[src/hw/rtl/clint_pkg.sv]
// shared types and constants for the core-local timer interruptor
`timescale 1ns / 1ps

package clint_pkg;

  // command codes
  localparam logic [1:0] CMD_READ  = 2'd0;
  localparam logic [1:0] CMD_WRITE = 2'd1;
  localparam logic [1:0] CMD_TICK  = 2'd2;
  localparam logic [1:0] CMD_RESET = 2'd3;

  // fault codes
  localparam logic [1:0] FAULT_NONE  = 2'd0;
  localparam logic [1:0] FAULT_LOAD  = 2'd1;
  localparam logic [1:0] FAULT_STORE = 2'd2;

  // configuration register indexes
  localparam int CFG_IDX_W = 1;
  localparam logic [CFG_IDX_W-1:0] REG_ACTIVE_HARTS   = 1'b0;
  localparam logic [CFG_IDX_W-1:0] REG_TICK_INCREMENT = 1'b1;
  localparam int CFG_DATA_W = 32;

  // address map
  localparam logic [15:0] CMP_BASE  = 16'h4000;
  localparam logic [15:0] TIME_LO   = 16'hBFF8;
  localparam logic [15:0] TIME_HI   = 16'hBFFC;
  localparam logic [3:0]  WORD_SIZE = 4'd4;

  typedef struct packed {
    logic [1:0]  cmd;
    logic [15:0] offset;
    logic [3:0]  access_size;
    logic [31:0] write_data;
  } in_t;

  typedef struct packed {
    logic [31:0] read_data;
    logic [1:0]  fault_code;
    logic [3:0]  timer_pending;
    logic [3:0]  soft_pending;
    logic [3:0]  wake_mask;
  } out_t;

  // controller to datapath commands
  typedef struct packed {
    logic load;
    logic exec;
    logic eval;
  } ctl_t;

endpackage

[src/hw/rtl/clint_ctrl.sv]
// controller state machine for the core-local timer interruptor
`timescale 1ns / 1ps

module clint_ctrl (
  input  logic            clk,
  input  logic            rst,
  input  logic            start,
  output logic            busy,
  output logic            done,
  output clint_pkg::ctl_t ctl
);

  typedef enum logic [2:0] {
    ST_IDLE = 3'b001,
    ST_EXEC = 3'b010,
    ST_EVAL = 3'b100
  } state_t;

  state_t state;
  state_t state_next;

  always_comb begin
    state_next = state;
    case (state)
      ST_IDLE: begin
        if (start) state_next = ST_EXEC;
      end
      ST_EXEC: state_next = ST_EVAL;
      ST_EVAL: state_next = ST_IDLE;
      default: state_next = ST_IDLE;
    endcase
  end

  always_ff @(posedge clk) begin
    if (rst) begin
      state <= ST_IDLE;
      done  <= 1'b0;
    end else begin
      state <= state_next;
      done  <= (state == ST_EVAL);
    end
  end

  assign busy     = (state != ST_IDLE);
  assign ctl.load = (state == ST_IDLE) && start;
  assign ctl.exec = (state == ST_EXEC);
  assign ctl.eval = (state == ST_EVAL);

endmodule

[src/hw/rtl/clint_dp.sv]
// datapath: time counter, compare values, soft bits and timer bits
`timescale 1ns / 1ps

module clint_dp #(
  parameter int HART_COUNT = 4
) (
  input  logic                               clk,
  input  logic                               rst,
  input  clint_pkg::ctl_t                    ctl,
  input  clint_pkg::in_t                     item,
  input  logic                               cfg_we,
  input  logic [clint_pkg::CFG_IDX_W-1:0]    cfg_index,
  input  logic [clint_pkg::CFG_DATA_W-1:0]   cfg_data,
  output clint_pkg::out_t                    result
);

  localparam int HW = (HART_COUNT > 1) ? $clog2(HART_COUNT) : 1;

  // architectural state
  logic [63:0]           time_count;
  logic [63:0]           cmp [HART_COUNT];
  logic [HART_COUNT-1:0] soft_bits;
  logic [HART_COUNT-1:0] timer;
  logic [2:0]            active_harts;
  logic [31:0]           tick_increment;

  // item and intermediate payload
  clint_pkg::in_t        item_q;
  logic [31:0]           rd_q;
  logic [1:0]            fault_q;
  logic [HART_COUNT-1:0] recmask;
  logic [HART_COUNT-1:0] wake_q;

  // decode
  logic [15:0]           live;
  logic [HART_COUNT-1:0] live_mask;
  logic [15:0]           bo;
  logic [15:0]           idx_s;
  logic [15:0]           idx_c;
  logic                  is_msip;
  logic                  is_cmp;
  logic                  is_time;
  logic                  hi;
  logic                  acc_ok;
  logic [HW-1:0]         hsel;
  logic [HART_COUNT-1:0] hsel_mask;
  logic [31:0]           rdata;
  logic [63:0]           cmp_sel;

  // recompute
  logic [HART_COUNT-1:0] ge;
  logic [HART_COUNT-1:0] tnext;
  logic [HART_COUNT-1:0] wake_all;
  logic [HART_COUNT+3:0] tp_ext;
  logic [HART_COUNT+3:0] sp_ext;
  logic [HART_COUNT+3:0] wk_ext;

  always_comb begin
    live = ({13'd0, active_harts} > 16'(HART_COUNT)) ? 16'(HART_COUNT)
                                                     : {13'd0, active_harts};
    for (int h = 0; h < HART_COUNT; h++) begin
      live_mask[h] = (16'(h) < live);
    end
    bo      = item_q.offset - clint_pkg::CMP_BASE;
    idx_s   = {2'd0, item_q.offset[15:2]};
    idx_c   = {3'd0, bo[15:3]};
    is_msip = (item_q.offset < clint_pkg::CMP_BASE);
    is_cmp  = !is_msip && (item_q.offset < clint_pkg::TIME_LO);
    is_time = (item_q.offset == clint_pkg::TIME_LO) ||
              (item_q.offset == clint_pkg::TIME_HI);
    hi      = item_q.offset[2];
    hsel    = is_msip ? idx_s[HW-1:0] : idx_c[HW-1:0];
    hsel_mask = HART_COUNT'(1) << hsel;
    acc_ok  = (item_q.access_size == clint_pkg::WORD_SIZE) &&
              (item_q.offset[1:0] == 2'b00) &&
              ((is_msip && (idx_s < live)) ||
               (is_cmp && (idx_c < live)) ||
               is_time);
    cmp_sel = cmp[hsel];
    if (is_msip) begin
      rdata = {31'd0, soft_bits[hsel]};
    end else if (is_cmp) begin
      rdata = hi ? cmp_sel[63:32] : cmp_sel[31:0];
    end else begin
      rdata = hi ? time_count[63:32] : time_count[31:0];
    end
  end

  always_comb begin
    for (int h = 0; h < HART_COUNT; h++) begin
      ge[h] = (time_count >= cmp[h]);
    end
    tnext    = (recmask & ge) | (~recmask & timer);
    wake_all = wake_q | (tnext & ~timer);
    tp_ext   = {4'd0, tnext};
    sp_ext   = {4'd0, soft_bits};
    wk_ext   = {4'd0, wake_all};
  end

  // state with reset
  always_ff @(posedge clk) begin
    if (rst) begin
      time_count     <= '0;
      soft_bits      <= '0;
      timer          <= '0;
      active_harts   <= 3'd1;
      tick_increment <= 32'd1;
      for (int h = 0; h < HART_COUNT; h++) begin
        cmp[h] <= '1;
      end
    end else begin
      if (cfg_we) begin
        case (cfg_index)
          clint_pkg::REG_ACTIVE_HARTS:   active_harts <= cfg_data[2:0];
          clint_pkg::REG_TICK_INCREMENT: tick_increment <= cfg_data[31:0];
          default: ;
        endcase
      end
      if (ctl.exec) begin
        case (item_q.cmd)
          clint_pkg::CMD_WRITE: begin
            if (acc_ok) begin
              if (is_msip) begin
                soft_bits[hsel] <= item_q.write_data[0];
              end else if (is_cmp) begin
                if (hi) cmp[hsel][63:32] <= item_q.write_data;
                else    cmp[hsel][31:0]  <= item_q.write_data;
              end else begin
                if (hi) time_count[63:32] <= item_q.write_data;
                else    time_count[31:0]  <= item_q.write_data;
              end
            end
          end
          clint_pkg::CMD_TICK: time_count <= time_count + {32'd0, tick_increment};
          clint_pkg::CMD_RESET: begin
            soft_bits <= '0;
            timer     <= '0;
            for (int h = 0; h < HART_COUNT; h++) begin
              cmp[h] <= '1;
            end
          end
          default: ;
        endcase
      end
      if (ctl.eval) begin
        timer <= tnext;
      end
    end
  end

  // payload, no reset
  always_ff @(posedge clk) begin
    if (ctl.load) begin
      item_q <= item;
    end
    if (ctl.exec) begin
      rd_q    <= '0;
      fault_q <= clint_pkg::FAULT_NONE;
      recmask <= '0;
      wake_q  <= '0;
      case (item_q.cmd)
        clint_pkg::CMD_READ: begin
          if (acc_ok) rd_q <= rdata;
          else        fault_q <= clint_pkg::FAULT_LOAD;
        end
        clint_pkg::CMD_WRITE: begin
          if (!acc_ok) begin
            fault_q <= clint_pkg::FAULT_STORE;
          end else if (is_msip) begin
            wake_q <= hsel_mask;
          end else if (is_cmp) begin
            recmask <= hsel_mask;
          end else begin
            recmask <= live_mask;
          end
        end
        clint_pkg::CMD_TICK: recmask <= live_mask;
        default: ;
      endcase
    end
    if (ctl.eval) begin
      result.read_data     <= rd_q;
      result.fault_code    <= fault_q;
      result.timer_pending <= tp_ext[3:0];
      result.soft_pending  <= sp_ext[3:0];
      result.wake_mask     <= wk_ext[3:0];
    end
  end

endmodule

[src/hw/rtl/core_local_timer_interruptor.sv]
// top level of the core-local timer interruptor (msip, mtimecmp, mtime)
`timescale 1ns / 1ps

// usage
//   command channel: drive item and raise start; the transaction is taken at
//   the rising edge where start is high and busy is low
//   result channel: done is high for exactly one cycle and result is valid then;
//   the receiver cannot stall, so it must sample result on that edge
//   config port: cfg_we with cfg_index (0 active_harts, 1 tick_increment) and
//   cfg_data; written at the edge, no read-back; write only while idle
//   the item is latched at the accepting edge, then the sequencer walks
//   execute and recompute timer bits; done and the result are registered at
//   the end of recompute; busy drops in the cycle done is high
//   a new transaction can be taken once busy is low, after the sequencer has
//   walked execute then the per-hart 64-bit mtime >= mtimecmp compare
//   every transaction returns exactly one result, faults included
//   reset (rst, synchronous): mtime zero, mtimecmp all ones, soft and timer
//   bits zero, active_harts 1, tick_increment 1, no result pending
module core_local_timer_interruptor #(
  parameter int HART_COUNT = 4
) (
  input  logic                             clk,
  input  logic                             rst,
  input  logic                             start,
  output logic                             busy,
  input  clint_pkg::in_t                   item,
  output logic                             done,
  output clint_pkg::out_t                  result,
  input  logic                             cfg_we,
  input  logic [clint_pkg::CFG_IDX_W-1:0]  cfg_index,
  input  logic [clint_pkg::CFG_DATA_W-1:0] cfg_data
);

  // sequencer commands into the datapath
  clint_pkg::ctl_t ctl;

  // control: idle, execute, recompute
  clint_ctrl u_ctrl (
    .clk   (clk),
    .rst   (rst),
    .start (start),
    .busy  (busy),
    .done  (done),
    .ctl   (ctl)
  );

  // storage, address decode, compares, result register
  clint_dp #(
    .HART_COUNT (HART_COUNT)
  ) u_dp (
    .clk       (clk),
    .rst       (rst),
    .ctl       (ctl),
    .item      (item),
    .cfg_we    (cfg_we),
    .cfg_index (cfg_index),
    .cfg_data  (cfg_data),
    .result    (result)
  );

`ifndef NO_ASSERTIONS
  // a result only follows a transaction in flight
  a_done_after_busy: assert property (@(posedge clk) disable iff (rst)
    done |-> $past(busy))
    else $error("result strobe without a transaction in flight");

  // an accepted transaction makes the block busy
  a_accept_busy: assert property (@(posedge clk) disable iff (rst)
    (start && !busy) |=> busy)
    else $error("accepted transaction did not raise busy");

  // a faulting access returns zero data
  a_fault_zero: assert property (@(posedge clk) disable iff (rst)
    (done && (result.fault_code != clint_pkg::FAULT_NONE)) |-> (result.read_data == 32'd0))
    else $error("faulting access returned data");

  // no undefined fault code
  a_fault_code: assert property (@(posedge clk) disable iff (rst)
    done |-> (result.fault_code <= clint_pkg::FAULT_STORE))
    else $error("undefined fault code");
`endif

endmodule
[config.mk]
export PLATFORM = sky130hd
export DESIGN_NAME = core_local_timer_interruptor
export DESIGN_NICKNAME = d
export VERILOG_FILES = /design/src/hw/rtl/clint_pkg.sv /design/src/hw/rtl/clint_ctrl.sv /design/src/hw/rtl/clint_dp.sv /design/src/hw/rtl/core_local_timer_interruptor.sv
export SDC_FILE = /design/constraint.sdc
export NUM_CORES = 1
export LEC_CHECK = 0
export ABC_AREA = 1
export BUFFER_PORTS_ARGS = -buffer_cell sky130_fd_sc_hd__buf_2
export CORE_ASPECT_RATIO = 0.9
export CORE_MARGIN = 4
export CORE_UTILIZATION = 50
export CTS_CLUSTER_DIAMETER = 150
export CTS_CLUSTER_SIZE = 40
export DETAILED_ROUTE_END_ITERATION = 8
export GPL_TIMING_DRIVEN = 0
export PLACE_DENSITY_LB_ADDON = 0.3
export SYNTH_ARGS = -nofsm -noshare
export SYNTH_HDL_FRONTEND = slang
export SYNTH_HIERARCHICAL = 1
export SYNTH_SLANG_ARGS = --single-unit
[constraint.sdc]
create_clock -name clk -period 5.8 [get_ports clk]
set_input_delay 1.16 -clock clk [delete_from_list [all_inputs] [get_ports clk]]
set_output_delay 1.16 -clock clk [all_outputs]
set_load 0.02 [all_outputs]
==> impl_metrics.tcl <==
set metrics [dict create \
    status "completed" \
    overflow 0 \
    grt_usage_pct 34.0 \
    avgViaCountPerCell 5.80 \
    drtPass1Iterations 6 \
    path_cells "nand3_1 -> nor2_1 -> nand2_1 -> nand2_1 -> buf_2 -> nor2_1 -> clkbuf_1 -> o21ai_0 -> a31oi_1" \
    power_density_nw_per_um2 199 \
    synth_seq_cells 509 \
    ios 139 \
    synth_area_sq_um 31000 \
    cp-start-kind "flop" \
    drive_gt1_share_pct 6.70 \
    critical_path.max_stage_delay_ns 0.81 \
    clk-insertion-delay-late_ns 0.61 \
    cts.sinks 509 \
    setup_viol 0 \
    worst_pin_slew_ns 1.15 \
    postCtsSetupRepairBufs 0 \
    num_vias 27700 \
    slowest_stage "clkbuf_1" \
    ys.flop_type "edfxtp_1" \
    dpl_cell_area_sq_um 33000 \
    crit_path_end_kind "flop" \
    worstSetupPathType "reg2reg" \
    cts_root_buf "clkbuf_16" \
    max-clock-path-buffers 3 \
    synth-edff-count 398 \
    port_buffers 138 \
    htreeDepth 1 \
    yosysTopAreaCellShare_pct 38.6 \
    hold_viol_final 0 \
    yosysSeqAreaShare_pct 45.8 \
    postRouteAntennaNets 0 \
    areaGrowthSynthToFinish_pct 8.14 \
    rows 86 \
    cts_tree "done" \
    fill_cells 5823 \
    coreArea_sq_um 61300 \
    cp_max_fo 10 \
    post-route-period-util_pct 67.9 \
    vdd.ir_drop.worst_mv 0.199 \
    dp_hpwl_um 92000 \
    grt_max_degree 47 \
    cts_hold_buf 0 \
    cts_inserted_buffers 16 \
    relSlewSlack_pct 23.5 \
    multi_input_area_sq_um 14300 \
    grt_pass1_vias 25800 \
    stdcell_count 4778 \
    arrival_ns 4.23 \
    hold_class "reg2reg" \
    cts.clk_slew.worst_paths_ns 0.16 \
    skew_ns 0.0452 \
    max_freq_ghz 0.254 \
    netlist_instances 3806 \
    antenna_found_initial 5 \
    place_congestion 1.02 \
    worstPathRequired_ns 6.10 \
    die_y_um 244 \
    grt_pass1_wl_um 167000 \
    ys_warn_count 6 \
    synthDistinctLibCells 45 \
    drv_cap 0 \
    wl_per_cell_um 24.2 \
    die_w_um 270 \
    layout_common_cells "1,066 x nand2_1, 522 x inv_1, 398 x edfxtp_1, 343 x nor2_1, 296 x ha_1" \
    drt_first_iter_violations 3825 \
    syn-num-nets 4194 \
    dieArea_sq_um 66000 \
    maxSlewViolCount 0 \
    async_flop_share_pct 0 \
    power.leakage_nw 16.0 \
    dp_cells 4747 \
    fin_ws_ns 1.86 \
    post_cts_resized 0 \
    ys_top_cells_by_area "edfxtp_1 39%, nand2_1 13%, ha_1 12%, dfxtp_1 7.2%, inv_1 6.3%" \
    ff_latch_area_sq_um 14200 \
    rsz0062_at_grt "no" \
    avgSynthCellArea_sq_um 8.14 \
    final_area_sq_um 33500 \
    drc 0 \
    nets 4361 \
    yosysTopAreaCell "edfxtp_1" \
    mostFrequentLayoutCell "nand2_1" \
    wirelength_um 115000 \
    timing.final.crit_period_ns 3.94 \
    initial_core_util_pct 50.5 \
    post-place-ws_ns 1.85 \
]
## logic make-up after synthesis
| logic type | share of synthesized area, % |
|---|---|
| flip-flops | 45.8 |
| XOR/XNOR | 0.0566 |
| adder cells (fa/ha/maj) | 12.0 |
| buffers and inverters | 8.43 |
| AO/OA/AOI/OAI | 11.3 |
| AND/OR/NAND/NOR | 22.4 |
## report_power, final
group	switching, mW	total, mW	internal, mW
Sequential	0.0672	4.06	3.99
Combinational	0.650	0.864	0.214
Clock	1.14	1.74	0.607
## routing by layer
metal / global-route usage [%] / vias up / part of all wire (%)
met3: 7.51 / 258 / 13
met4: 12.3 / 8 / 4.5
met1: 48.5 / 12800 / 41
met5: 0 / - / 0.053
met2: 51.1 / 1628 / 42
li1: - / 13000 / -
## state kept, by name, summed over array words and instances (netlist names), 2 cells and up
name / cells
u_ctrl/state: 3
u_dp/active_harts: 3
u_dp/cmp: 256
u_dp/fault_q: 2
u_dp/idx_s: 13
u_dp/item_q: 40
u_dp/rd_q: 32
u_dp/recmask: 4
u_dp/result: 46
u_dp/soft_bits: 4
u_dp/tick_increment: 32
u_dp/time_count: 64
u_dp/timer: 4
u_dp/wake_q: 4
## synth_stat cells (3+ instances only)
| library cell | count |
|---|---|
| o22ai_1 | 129 |
| nand2_2 | 3 |
| or2_2 | 17 |
| o21bai_1 | 13 |
| nand2_1 | 1066 |
| nor2_4 | 6 |
| buf_4 | 14 |
| buf_1 | 4 |
| clkbuf_1 | 67 |
| inv_2 | 8 |
| nand3_1 | 121 |
| inv_1 | 523 |
| o211ai_1 | 9 |
| a31oi_1 | 32 |
| nand3b_1 | 8 |
| and2_1 | 3 |
| o21a_1 | 9 |
| ha_1 | 296 |
| nor4_1 | 7 |
| dfxtp_1 | 111 |
| a21oi_1 | 226 |
| nand4_1 | 57 |
| buf_2 | 28 |
| clkinv_1 | 27 |
| nor2_2 | 5 |
| and3b_1 | 6 |
| o21ai_0 | 193 |
| edfxtp_1 | 398 |
| a22oi_1 | 4 |
| nor2_1 | 345 |
| o21ai_1 | 10 |
| nor3_1 | 38 |
| a21o_1 | 8 |
## metrics by stage
stage	hold WS (ns)	setup TNS, ns	power (mW)	util [%]
floorplan	0.400	0	4.56	-
global placement	0.400	-430.03	4.94	53.2
detailed placement	0.405	0	4.96	53.8
CTS	0.425	0	6.64	54.6
global route	0.435	0	6.85	54.6
finish	0.417	0	6.66	54.6
## path summary, 6_finish.rpt
| kind | from | endpoint | slack (ns) | cells after the start |
|---|---|---|---|---|
| hold / removal | u_dp/rd_q[17] | u_dp/result[31] | 0.42 | 0 |
| setup reg to reg | u_dp/idx_s[1] | u_dp/rd_q[12] | 1.86 | 9 |
| setup / recovery | u_dp/idx_s[1] | u_dp/rd_q[12] | 1.86 | 9 |
| hold reg to reg | u_dp/rd_q[17] | u_dp/result[31] | 0.42 | 0 |
## final cells by class
class	count	share of cell area [%]
flip-flops and latches	509	42.3
diodes	3	0.0224
clock buffers	26	1.37
multi-input cells	2625	42.7
repair buffers	149	2.76
well taps	792	2.96
clock inverters	2	0.116
inverters	559	6.27
plain buffers	113	1.53
## worst max-delay path: cells and delay by family, from the launching register on
family,cells,cell delay [ns]
simple gates,5,0.87
compound gates,2,1.21
flops,1,0.50
buf+inv,2,1.06
No activity file was read; power rests on OpenSTA's default activity.
